[config.mk]
export PLATFORM = sky130hd
export DESIGN_NAME = round_robin_task_ring_scheduler
export DESIGN_NICKNAME = d
export VERILOG_FILES = /design/src/design/rrts_pkg.sv /design/src/design/rrts_addr_store.sv /design/src/design/round_robin_task_ring_scheduler.sv
export SDC_FILE = /design/constraint.sdc
export NUM_CORES = 1
export LEC_CHECK = 0
export BUFFER_PORTS_ARGS = -buffer_cell sky130_fd_sc_hd__clkbuf_2
export CORE_UTILIZATION = 61
export CTS_CLUSTER_DIAMETER = 150
export DETAILED_ROUTE_END_ITERATION = 8
export PLACE_DENSITY = 0.84
export REMOVE_ABC_BUFFERS = 1
export SYNTH_ARGS = -nofsm -noshare
export SYNTH_HDL_FRONTEND = slang
export SYNTH_SLANG_ARGS = --single-unit
[constraint.sdc]
create_clock -name clk -period 5.15 [get_ports clk]
set_input_delay 0.515 -clock clk [delete_from_list [all_inputs] [get_ports clk]]
set_output_delay 0.515 -clock clk [all_outputs]
set_load 0.05 [all_outputs]
[src/design/rrts_pkg.sv]
// rrts_pkg: shared types and constants for the round-robin task ring scheduler
// no dependencies; used by round_robin_task_ring_scheduler
`default_nettype none

package rrts_pkg;

    typedef enum logic [1:0] {
        MODE_ACTIVATE = 2'd0,
        MODE_YIELD    = 2'd1,
        MODE_DONE     = 2'd2,
        MODE_NONE     = 2'd3
    } mode_t;

    localparam logic STATUS_OK     = 1'b0;
    localparam logic STATUS_REJECT = 1'b1;

    localparam int TASK_ID_W   = 4;
    localparam int ADDR_FIELD_W = 32;
    localparam int S_TDATA_W   = 72;
    localparam int M_TDATA_W   = 40;

endpackage

`default_nettype wire

[src/design/rrts_addr_store.sv]
// rrts_addr_store: saved task address memory, one write and one registered read port
// entries read as zero until first written; uses no package
`default_nettype none

module rrts_addr_store #(
    parameter int DEPTH = 16,
    parameter int IW    = 4,
    parameter int DW    = 32
) (
    input  wire logic          clk,
    input  wire logic          rst_n,
    input  wire logic          wr_en,
    input  wire logic [IW-1:0] wr_idx,
    input  wire logic [DW-1:0] wr_data,
    input  wire logic [IW-1:0] rd_idx,
    output logic      [DW-1:0] rd_data
);

    logic [DW-1:0]    mem [DEPTH];
    logic [DEPTH-1:0] vld_reg;
    logic [DW-1:0]    q_reg;
    logic             qv_reg;

    always_ff @(posedge clk or negedge rst_n)
    begin
        if (!rst_n)
        begin
            vld_reg <= '0;
        end
        else if (wr_en)
        begin
            vld_reg[wr_idx] <= 1'b1;
        end
    end

    always_ff @(posedge clk)
    begin
        if (wr_en)
        begin
            mem[wr_idx] <= wr_data;
        end
        q_reg  <= mem[rd_idx];
        qv_reg <= vld_reg[rd_idx];
    end

    assign rd_data = qv_reg ? q_reg : '0;

endmodule

`default_nettype wire

[src/design/round_robin_task_ring_scheduler.sv]
// round_robin_task_ring_scheduler: cooperative round-robin scheduler over a task ring
// uses rrts_pkg and rrts_addr_store
// activate: accept, then fetch and result states; a new task is first spliced in via link_new and link_cur
// yield and done: a ring walk to the next ready task (up to MAX_TASKS hops), then fetch and result
// one request at a time; the ring pointer memory read port sets the walk at one hop a cycle
// reset: running task 0, only task 0 ready and linked, takes effect at once, no clearing pass
`default_nettype none

module round_robin_task_ring_scheduler #(
    parameter int MAX_TASKS  = 16,
    parameter int ADDR_WIDTH = 32
) (
    input  wire logic                          clk,
    input  wire logic                          rst_n,
    input  wire logic                          s_tvalid,
    output logic                               s_tready,
    // task_id[3:0], entry_addr[35:4], resume_addr[67:36], zero fill
    input  wire logic [rrts_pkg::S_TDATA_W-1:0] s_tdata,
    // mode[1:0]
    input  wire logic [1:0]                    s_tuser,
    output logic                               m_tvalid,
    input  wire logic                          m_tready,
    // current_task[3:0], run_addr[35:4], zero fill
    output logic [rrts_pkg::M_TDATA_W-1:0]     m_tdata,
    // status[0]
    output logic [0:0]                         m_tuser
);

    localparam int TW  = $clog2(MAX_TASKS);
    localparam int SW  = $clog2(MAX_TASKS + 1);
    localparam int SAW = (ADDR_WIDTH < rrts_pkg::ADDR_FIELD_W) ? ADDR_WIDTH
                                                               : rrts_pkg::ADDR_FIELD_W;

    typedef enum logic [2:0] {
        ST_IDLE,
        ST_LINK_NEW,
        ST_LINK_CUR,
        ST_WALK,
        ST_FETCH,
        ST_RESULT
    } state_t;

    state_t                        state_reg;
    rrts_pkg::mode_t               mode_reg;
    logic [TW-1:0]                 cur_reg;
    logic [TW-1:0]                 tid_reg;
    logic                          status_reg;
    logic [SW-1:0]                 steps_reg;
    logic [MAX_TASKS-1:0]          ready_reg;
    logic [MAX_TASKS-1:0]          linked_reg;
    logic [MAX_TASKS-1:0]          ring_vld_reg;
    logic                          m_tvalid_reg;
    logic [rrts_pkg::M_TDATA_W-1:0] m_tdata_reg;
    logic                          m_tuser_reg;

    logic [TW-1:0]                 ring_mem [MAX_TASKS];
    logic [TW-1:0]                 ring_q_reg;
    logic                          ring_qv_reg;

    rrts_pkg::mode_t               in_mode;
    logic [rrts_pkg::TASK_ID_W-1:0] in_tid;
    logic [SAW-1:0]                in_entry;
    logic [SAW-1:0]                in_resume;
    logic                          s_accept;
    logic                          act_ok;
    logic [TW-1:0]                 tid_idx;
    logic [TW-1:0]                 walk_t;
    logic                          walk_go;
    logic [TW-1:0]                 ring_raddr;
    logic                          ring_we;
    logic [TW-1:0]                 ring_waddr;
    logic [TW-1:0]                 ring_wdata;
    logic                          addr_we;
    logic [TW-1:0]                 addr_widx;
    logic [SAW-1:0]                addr_wdata;
    logic [SAW-1:0]                addr_rd;

    assign in_mode   = rrts_pkg::mode_t'(s_tuser);
    assign in_tid    = s_tdata[3:0];
    assign in_entry  = s_tdata[4 +: SAW];
    assign in_resume = s_tdata[36 +: SAW];

    assign s_tready = (state_reg == ST_IDLE);
    assign s_accept = s_tvalid && s_tready;
    assign act_ok   = (32'(in_tid) < 32'(MAX_TASKS)) && (in_entry != '0);
    assign tid_idx  = TW'(in_tid);

    // ring successor as read last cycle; never-written entries read as task 0
    assign walk_t     = ring_qv_reg ? ring_q_reg : '0;
    assign walk_go    = (steps_reg < SW'(MAX_TASKS)) && (walk_t != cur_reg);
    assign ring_raddr = (state_reg == ST_WALK) ? walk_t : cur_reg;

    always_comb
    begin
        ring_we    = 1'b0;
        ring_waddr = cur_reg;
        ring_wdata = tid_reg;
        if (state_reg == ST_LINK_NEW)
        begin
            ring_we    = 1'b1;
            ring_waddr = tid_reg;
            ring_wdata = walk_t;
        end
        else if (state_reg == ST_LINK_CUR)
        begin
            ring_we = 1'b1;
        end
    end

    always_comb
    begin
        addr_we    = 1'b0;
        addr_widx  = cur_reg;
        addr_wdata = in_resume;
        if (s_accept && in_mode == rrts_pkg::MODE_ACTIVATE && act_ok)
        begin
            addr_we    = 1'b1;
            addr_widx  = tid_idx;
            addr_wdata = in_entry;
        end
        else if (s_accept && in_mode == rrts_pkg::MODE_YIELD)
        begin
            addr_we = 1'b1;
        end
    end

    always_ff @(posedge clk or negedge rst_n)
    begin
        if (!rst_n)
        begin
            ring_vld_reg <= '0;
        end
        else if (ring_we)
        begin
            ring_vld_reg[ring_waddr] <= 1'b1;
        end
    end

    always_ff @(posedge clk)
    begin
        if (ring_we)
        begin
            ring_mem[ring_waddr] <= ring_wdata;
        end
        ring_q_reg  <= ring_mem[ring_raddr];
        ring_qv_reg <= ring_vld_reg[ring_raddr];
    end

    rrts_addr_store #(
        .DEPTH (MAX_TASKS),
        .IW    (TW),
        .DW    (SAW)
    ) u_addr_store (
        .clk     (clk),
        .rst_n   (rst_n),
        .wr_en   (addr_we),
        .wr_idx  (addr_widx),
        .wr_data (addr_wdata),
        .rd_idx  (cur_reg),
        .rd_data (addr_rd)
    );

    always_ff @(posedge clk or negedge rst_n)
    begin
        if (!rst_n)
        begin
            state_reg    <= ST_IDLE;
            mode_reg     <= rrts_pkg::MODE_NONE;
            cur_reg      <= '0;
            tid_reg      <= '0;
            status_reg   <= rrts_pkg::STATUS_OK;
            steps_reg    <= '0;
            ready_reg    <= MAX_TASKS'(1);
            linked_reg   <= MAX_TASKS'(1);
            m_tvalid_reg <= 1'b0;
            m_tdata_reg  <= '0;
            m_tuser_reg  <= 1'b0;
        end
        else
        begin
            if (m_tvalid_reg && m_tready && state_reg != ST_RESULT)
            begin
                m_tvalid_reg <= 1'b0;
            end
            unique case (state_reg)
                ST_IDLE:
                begin
                    if (s_accept)
                    begin
                        mode_reg   <= in_mode;
                        tid_reg    <= tid_idx;
                        steps_reg  <= '0;
                        status_reg <= rrts_pkg::STATUS_OK;
                        unique case (in_mode)
                            rrts_pkg::MODE_ACTIVATE:
                            begin
                                if (!act_ok)
                                begin
                                    status_reg <= rrts_pkg::STATUS_REJECT;
                                    state_reg  <= ST_FETCH;
                                end
                                else
                                begin
                                    ready_reg[tid_idx] <= 1'b1;
                                    state_reg <= linked_reg[tid_idx] ? ST_FETCH : ST_LINK_NEW;
                                end
                            end
                            rrts_pkg::MODE_YIELD:
                            begin
                                state_reg <= ST_WALK;
                            end
                            rrts_pkg::MODE_DONE:
                            begin
                                ready_reg[cur_reg] <= 1'b0;
                                state_reg          <= ST_WALK;
                            end
                            rrts_pkg::MODE_NONE:
                            begin
                                state_reg <= ST_FETCH;
                            end
                        endcase
                    end
                end
                ST_LINK_NEW:
                begin
                    linked_reg[tid_reg] <= 1'b1;
                    state_reg           <= ST_LINK_CUR;
                end
                ST_LINK_CUR:
                begin
                    state_reg <= ST_FETCH;
                end
                ST_WALK:
                begin
                    priority if (walk_go && ready_reg[walk_t])
                    begin
                        cur_reg   <= walk_t;
                        state_reg <= ST_FETCH;
                    end
                    else if (walk_go)
                    begin
                        steps_reg <= steps_reg + SW'(1);
                    end
                    else
                    begin
                        // nothing else ready: keep running task, or fall back to main
                        if (!ready_reg[cur_reg] && mode_reg == rrts_pkg::MODE_DONE)
                        begin
                            cur_reg      <= '0;
                            ready_reg[0] <= 1'b1;
                        end
                        state_reg <= ST_FETCH;
                    end
                end
                ST_FETCH:
                begin
                    state_reg <= ST_RESULT;
                end
                ST_RESULT:
                begin
                    if (!m_tvalid_reg || m_tready)
                    begin
                        m_tvalid_reg <= 1'b1;
                        m_tdata_reg  <= {4'b0000, rrts_pkg::ADDR_FIELD_W'(addr_rd),
                                         rrts_pkg::TASK_ID_W'(cur_reg)};
                        m_tuser_reg  <= status_reg;
                        state_reg    <= ST_IDLE;
                    end
                end
                default:
                begin
                    state_reg <= ST_IDLE;
                end
            endcase
        end
    end

    assign m_tvalid   = m_tvalid_reg;
    assign m_tdata    = m_tdata_reg;
    assign m_tuser[0] = m_tuser_reg;

    a_cur_linked: assert property (@(posedge clk) disable iff (!rst_n)
        linked_reg[cur_reg])
        else $error("running task is not linked into the ring");

    a_idle_cur_ready: assert property (@(posedge clk) disable iff (!rst_n)
        (state_reg == ST_IDLE) |-> ready_reg[cur_reg])
        else $error("running task is not ready between requests");

    a_walk_bounded: assert property (@(posedge clk) disable iff (!rst_n)
        (state_reg == ST_WALK) |-> (steps_reg < SW'(MAX_TASKS)))
        else $error("ring walk ran past the task count");

    a_main_linked: assert property (@(posedge clk) disable iff (!rst_n)
        s_accept |=> (state_reg != ST_IDLE) && linked_reg[0])
        else $error("accepted word did not start work or main task unlinked");

endmodule

`default_nettype wire
Word level (Yosys, flattened, before mapping)

Memories as Yosys holds them, arrays and structs flattened. A register that Yosys moved wholly into a read port is not among the register bits.
Cells that the tools add are included.

Flip-flop bits (word level): 123
Bits in writable memories: 576
Bits of input ports: 78
Output and inout bits: 43
Logic and storage cells: 153
Memories: 2

$add $sub $neg: 1
$lt $le $gt $ge: 13
Equality and inequality tests: 22
Multiplexer cells: 62
Bitwise operators: 6
Reduce and logical (&&, ||, !) cells: 31

Memories:

| name             | words | bits a word | read ports | clocked after Yosys merged registers in | write ports | line                                  | source |
|---|---|---|---|---|---|---|---|
| u_addr_store.mem | 16    | 32          | 1          | 1                                       | 1           | rrts_addr_store.sv:19                 | `logic [DW-1:0] mem [DEPTH];` |
| ring_mem         | 16    | 4           | 1          | 1                                       | 1           | round_robin_task_ring_scheduler.sv:56 | `logic [TW-1:0] ring_mem [MAX_TASKS];` |

Operators with widths:

| operator           | number |
|---|---|
| $mux 32            | 2 |
| $or 16x16->16      | 4 |
| $lt 4x5->1 const B | 7 |
| $mux 4             | 8 |
| $pmux 16 s2        | 1 |
| $reduce_bool 32->1 | 1 |
| $mux 1             | 27 |
| $bmux 1 s4         | 5 |
| $demux 1 s4        | 5 |
| $ge 4x1->1 const B | 5 |
| $mux 3             | 6 |
| $pmux 3 s6         | 1 |
| $and 16x16->16     | 1 |
| $mux 16            | 1 |
| $not 16->16        | 1 |
| $mux 5             | 3 |
| $logic_and 1x1->1  | 14 |
| $ne 2x2->1 const B | 5 |
| $pmux 5 s2         | 1 |
| $pmux 3 s3         | 1 |
| $reduce_and 4->1   | 2 |
| $reduce_and 7->1   | 1 |
| $eq 2x2->1 const B | 3 |
| $eq 3x2->1 const B | 2 |
| other kinds (19)   | 28 |

Depth between registers and ports, before layout

Gate-level depths: netlist of the first run.

Depth after elaboration: 10
Depth in mapped cells: 10
Gate-level depth less buffers: 7

Cells and area by module

A second synthesis of the first run with hierarchy kept.

Cell total of the unflattened synthesis: 1,608
Area, all modules: 29,265.6 um2

By module, submodules not included:

| module                          | times used | cells an instance | area an instance (um2) | seq. area each (um2) |
|---|---|---|---|---|
| rrts_addr_store                 | 1          | 915               | 20,729.9               | 16,435.8 |
| round_robin_task_ring_scheduler | 1          | 693               | 8,535.7                | 4,654.5 |

Worst setup path after synthesis of the first run

Ideal clock, no wire load.

Kind: input -> register
From: input port s_tdata[31] (netlist name)
To: memory u_addr_store.mem[12][0] (enable)
Arrival time: 3,303 ps
Required time: 4,729 ps
Path slack: 1,426 ps
Stages: 7
Buffers on the path: 1
Path through: nor4_1 -> nand4_1 -> o211ai_4 -> buf_6 -> mux2i_4 -> nand2_1 -> nor2_1

Cells in the longest elaborated chain, start to end: 5

Ends and longest elaborated chain:

| element                      | line                                   | source |
|---|---|---|
| start, declared              | round_robin_task_ring_scheduler.sv:18  | `input wire logic [rrts_pkg::S_TDATA_W-1:0] s_tdata,` |
| $reduce_bool 32->1 *         | round_robin_task_ring_scheduler.sv:85  | `assign act_ok = (32'(in_tid) < 32'(MAX_TASKS)) && (in_entry != '0);` |
| $logic_and 1x1->1 *          | round_robin_task_ring_scheduler.sv:115 | `if (s_accept && in_mode == rrts_pkg::MODE_ACTIVATE && act_ok)` |
| $mux 1                       | round_robin_task_ring_scheduler.sv:115 |  |
| $mux 1                       | rrts_addr_store.sv:38                  | `if (wr_en)` |
| $mux 1 (not written as such) | rrts_addr_store.sv:40                  | `mem[wr_idx] <= wr_data;` |
| end, declared                | rrts_addr_store.sv:19                  |  |

Mark *: on every way between the ends. The rest lies on a longest branch, timed or not.

Worst setup path after layout of the first run

From: register state_reg[1]
To: memory u_addr_store.mem[8][21] (enable)

Cells in the longest elaborated chain, start to end: 7

Ends and longest elaborated chain:

| element                                            | line                                                                           | source |
|---|---|---|
| start, declared                                    | round_robin_task_ring_scheduler.sv:43                                          | `state_t state_reg;` |
| start signal, assigned                             | round_robin_task_ring_scheduler.sv:205                                         | `state_reg <= linked_reg[tid_idx] ? ST_FETCH : ST_LINK_NEW;` |
| $logic_not 3->1 *                                  | round_robin_task_ring_scheduler.sv:83                                          | `assign s_tready = (state_reg == ST_IDLE);` |
| $logic_and 1x1->1 *                                | round_robin_task_ring_scheduler.sv:84                                          | `assign s_accept = s_tvalid && s_tready;` |
| $logic_and 1x1->1 (on tied branches)               | round_robin_task_ring_scheduler.sv:121, round_robin_task_ring_scheduler.sv:115 |  |
| $mux 1 / $logic_and 1x1->1 (equally long branches) | round_robin_task_ring_scheduler.sv:121, round_robin_task_ring_scheduler.sv:115 |  |
| $mux 1                                             | round_robin_task_ring_scheduler.sv:115                                         |  |
| $mux 1                                             | rrts_addr_store.sv:38                                                          |  |
| $mux 1 (not written as such)                       | rrts_addr_store.sv:40                                                          |  |

Marked as above.

==> results of run 1 <==
[cell families (layout without fill, tap and decap cells)]
group,count (synthesis),count (layout)
multiplexers,239,239
flip-flops,735,735
adder cells (fa/ha/maj),6,6
AND/OR/NAND/NOR,340,340
other,1,4
buffers and inverters,98,287
XOR/XNOR,2,2
AO/OA/AOI/OAI,189,189
[routing by layer]
metal / vias up / wire length [um] / GRT usage
met4: 0 / 3240 / 0.148
met1: 8357 / 25500 / 0.399
met3: 207 / 6220 / 0.0533
li1: 6633 / - / -
met2: 1012 / 36200 / 0.510
met5: - / 0 / 0
[where the power goes]
group | switching, uW | internal (uW)
Combinational | 2320 | 1540
Clock | 2200 | 3100
Sequential | 697 | 7210
[synthesized netlist by cell type (4+ instances only)]
cell / n / share of area
mux4_2: 175 / 0.14
clkbuf_1: 45 / 0.0058
and2_1: 7 / 0.0015
o211ai_1: 12 / 0.0031
o21ai_1: 5 / 0.00086
nor2b_1: 5 / 0.0011
a22o_1: 4 / 0.0012
o21bai_1: 34 / 0.0088
dfxtp_1: 38 / 0.026
nand2b_1: 14 / 0.0030
a21o_1: 9 / 0.0023
buf_1: 14 / 0.0018
mux2_2: 44 / 0.017
nor3b_1: 4 / 0.0010
buf_4: 4 / 0.0010
buf_2: 24 / 0.0041
nand4_1: 8 / 0.0017
nand3_1: 30 / 0.0052
ha_1: 6 / 0.0026
nor4_1: 9 / 0.0019
nand2_1: 179 / 0.023
dfstp_2: 4 / 0.0036
a21oi_1: 10 / 0.0017
a32oi_1: 4 / 0.0012
mux2i_1: 17 / 0.0059
nor3_1: 6 / 0.0010
nand3b_1: 6 / 0.0016
dfrtp_1: 117 / 0.10
inv_1: 10 / 0.0013
o21ai_0: 76 / 0.013
nor2_1: 59 / 0.0076
o31ai_1: 4 / 0.0010
edfxtp_1: 576 / 0.60
a31o_2: 6 / 0.0018
[metrics by stage]
stage,setup TNS [ps],total power [uW],setup slack (ps),area (um2)
after floorplan,-1353400,10700,-3150,28700
after global placement,0,11600,1240,30600
after detailed placement,0,11800,1220,30600
after CTS,0,17100,1620,33000
after global routing,0,17600,1380,33000
final,0,17100,1570,33000
[critical path: stages (launching register included)]
cell,delay [ps]
dfrtp_1,480
or2_1,360
nor3b_4,520
o211ai_4,280
mux2i_2,430
nand2_1,440
nor2_4,220
buf_4,440
[how the worst max path moves through the flow]
stage | cells after the start | start | end | slack, ps
6_report | 7 | state_reg[1] | u_addr_store.mem[8][21] | 1570
5_1_grt | 7 | state_reg[1] | u_addr_store.mem[8][21] | 1380
4_1_cts | 7 | state_reg[1] | u_addr_store.mem[8][21] | 1620
3_5_place_dp | 10 | s_tdata[33] | u_addr_store.mem[8][21] | 1220
3_3_place_gp | 10 | s_tdata[33] | u_addr_store.mem[8][31] | 1240
2_1_floorplan | 4 | cur_reg[0] | ring_q_reg[2] | -3150
[cell type report]
class	count	area, um2
clock buffers	105	2070
flip-flops and latches	735	21100
inverters	10	37.5
repair buffers	146	1060
fillers	2707	13700
multi-input cells	780	7680
well taps	607	759
clock inverters	26	300
==> metrics.yaml, run 1 <==
max-vdd-ir-drop_mv: 0.442
finalHoldViolCount: 0
dp.cells: 2277
synth_area_per_cell_um2: 18.0
post-route-min-period_ps: 3580
io_pins: 121
antenna_cells: 0
netlist-cell-type-count: 66
fp-row-count: 79
route.detailed.drc: 3
grt_overflow: 0
num_vias: 16200
tightest_slew_ps: 1320
drive_gt1_frac: 0.283
end_kind: "flip-flop"
tritoncts: "yes"
die_w_um: 220
drtIter0Drc: 1811
io_buffer_count: 112
clk_path_buf_depth: 3
clk_latency_ps: 610
fin_nets: 1828
layout_common_cells: "edfxtp_1 (576), nand2_1 (179), mux4_2 (175)"
ant_nets: 0
synthMuxAreaShare: 0.160
ctsHtreeMaxLevel: 3
r2r_end: "u_addr_store.mem[8][21]"
synth_top_family_by_area: "multiplexers"
dp_hpwl_mm: 37.9
layout_commonest_cell: "edfxtp_1"
grt_pass1_wl_mm: 106
drv_slew: 0
viasPerCell: 6.73
gp_congestion: 0.861
crit_type: "flip-flop to flip-flop"
die_h_um: 220
finalNonFillerCells: 2409
reg2reg_from: "state_reg[1]"
groute.usage.overall: 0.308
status: "finished, violations left"
postCtsHoldBufs: 0
synth_seq_cells: 735
synth_edf_count: 576
maxCapViolations: 0
drt-total-wl_mm: 71.1
start_util: 0.621
wl_per_cell_um: 29.5
cts_buffers: 71
rsz0062_at_grt: "no"
min_period_over_period: 0.696
largest_reg_flops: 512
cts_setup_buffers: 0
critPathLaunchType: "flip-flop"
grt_max_degree: 99
grt_pass1_vias: 16800
fin_skew_ps: 26.9
syn2layout_area_growth_pct: 13.7
violations: "design-rule violations"
synth_xor_area_frac: 0.000603
critPathArrivalTime_ps: 3820
synthFlopType: "edfxtp_1"
power_density_mw_per_mm2: 517
cp_data_required_time_ps: 5390
root_buffer: "clkbuf_16"
fin_util: 0.706
hold_path_class: "input port to async pin"
clock.fmax_ghz: 0.279
core-area_mm2: 0.0468
slew_headroom: 0.113
clk_pin_slew_ps: 60
yosysSeqAreaShare: 0.726
synth-compound-area-share: 0.0429
reg2reg_depth: 7
synthCells: 1610
synthAdderAreaFrac: 0.00258
syn_area_mm2: 0.0290
async_flop_share: 0.165
finalSetupViolations: 0
ff2ff_setup_slack_ps: 1570
cts_resized: 0
yosys.area_share.simple: 0.0528
numClockSinks: 735
yosys_warnings: 0
p_leak_uw: 0.0113
whs_ps: 24.3
drt_pass1_iterations: 9
dieArea_mm2: 0.0485
path_max_fanout: 22
antenna_found_initial: 0
(Power assumes the default switching activity.)
==> inputs of run 2 (changes only) <==
==> constraint.sdc (replaced) <==
create_clock -name clk -period 3.6 [get_ports clk]
set_input_delay 0.36 -clock clk [delete_from_list [all_inputs] [get_ports clk]]
set_output_delay 0.36 -clock clk [all_outputs]
set_load 0.05 [all_outputs]
==> metrics.yaml, run 2 (synthesized netlist as in run 1, its figures left out) <==
hold_path_class: "input port to flip-flop"
tightest_slew_ps: 1330
drt-total-wl_mm: 72.6
crit_type: "flip-flop to flip-flop"
p_seq_frac: 0.454
groute.usage.overall: 0.313
ant_nets: 0
die_h_um: 220
power_density_mw_per_mm2: 732
clock.fmax_ghz: 0.330
viasPerCell: 6.72
p_comb_frac: 0.240
drive_gt1_frac: 0.305
num_vias: 16600
syn2layout_area_growth_pct: 15.7
root_buffer: "clkbuf_16"
min_period_over_period: 0.842
route.detailed.drc: 8
numClockSinks: 735
violations: "design-rule violations"
layout_commonest_cell: "edfxtp_1"
slew_headroom: 0.109
critPathArrivalTime_ps: 3350
dieArea_mm2: 0.0485
finalHoldViolCount: 0
switching_share: 0.312
max-vdd-ir-drop_mv: 0.551
internal-power_uw: 16900
grt_pass1_vias: 17200
start_util: 0.621
clockPowerShare: 0.306
finalSetupTns_ps: 0
fin_nets: 1887
clk_latency_ps: 630
io_pins: 121
finalWorstSetupSlack_ps: 568
ctsHtreeMaxLevel: 3
layout_common_cells: "edfxtp_1 (576), nand2_1 (179), mux4_2 (175)"
dp_hpwl_mm: 40.9
largest_reg_flops: 512
fp-row-count: 79
fin_skew_ps: 26.8
grt_pass1_wl_mm: 108
drv_slew: 0
core-area_mm2: 0.0468
maxCapViolations: 0
drt_pass1_iterations: 8
antenna_found_initial: 0
end_kind: "flip-flop"
drtIter0Drc: 1815
cts_buffers: 72
io_buffer_count: 112
critPathLaunchType: "flip-flop"
grt_max_degree: 100
clk_pin_slew_ps: 60
die_w_um: 220
fill_cells: 2612
grt_overflow: 0
tritoncts: "yes"
gp_congestion: 0.862
clk_path_buf_depth: 3
rsz0062_at_grt: "no"
path_max_fanout: 8
wl_per_cell_um: 29.4
cp_data_required_time_ps: 3920
finalSetupViolations: 0
status: "finished, violations left"
net-switching-power_uw: 7670
p_leak_uw: 0.0117
post-route-min-period_ps: 3030
place_worst_setup_slack_ps: 457
run 2: final cells by class:
cell class | count | area, um2 | share of cell area
tap | 607 | 759 | 0.0226
sequential | 735 | 21100 | 0.628
clock inverter | 35 | 358 | 0.0106
inverter | 10 | 37.5 | 0.00112
clock buffer | 98 | 1970 | 0.0586
antenna | 1 | 2.50 | 0.0000744
multi-input combinational | 780 | 7680 | 0.229
timing repair buffer | 204 | 1700 | 0.0506
run 2: worst max-delay path, cell delays in order, from the launching register on:
cell,delay (ps)
dfrtp_1,450
or2_1,350
nor3b_4,300
o211ai_4,180
buf_4,200
o2bb2ai_1,400
nand2_1,190
buf_12,180
nor2_4,220
buf_4,240
run 2: final timing paths:
kind                                        from                       to  slack (ps)  depth (start not counted)
min in group asynchronous                  rst_n               m_tdata[5]         450                          2
hold reg to reg            u_addr_store.q_reg[1]               m_tdata[5]         450                          2
hold / removal                        s_tuser[0]              mode_reg[0]         110                          3
max in group asynchronous                  rst_n              m_tdata[22]        2130                          3
setup reg to reg                    state_reg[1]  u_addr_store.mem[0][12]         570                          9
setup / recovery                    state_reg[1]  u_addr_store.mem[0][12]         570                          9
run 2: layer usage:
layer,part of all wire,GRT usage
met5,0,0
met1,0.36,0.405
met4,0.044,0.129
met3,0.089,0.0602
met2,0.51,0.527
run 2: power by group through the flow:
stage	combinational (uW)	clock, uW	sequential, uW
after floorplan	3650	0	11800
after global placement	5590	0	11200
after detailed placement	5790	0	11300
after CTS	5920	7580	11100
after global routing	6290	7860	11300
final	5910	7520	11200
run 2: what timing repair did:
| item | CTS | global route |
|---|---|---|
| resized for setup | 0 | 0 |
| hold buffers | 2 | 0 |
| endpoints found under the hold margin | 95 | 0 |
| buffers inserted | 0 | 0 |
run 2: stage by stage:
stage	util	std cells	hold WS [ps]	cell area, um2	power, uW
2_1_floorplan	-	1525	64.4	28700	15400
3_3_place_gp	0.669	2334	436	31300	16800
3_5_place_dp	0.669	2334	439	31300	17100
4_1_cts	0.719	2469	80.3	33600	24600
5_1_grt	0.719	2469	134	33600	25400
6_report	0.719	2470	114	33600	24600
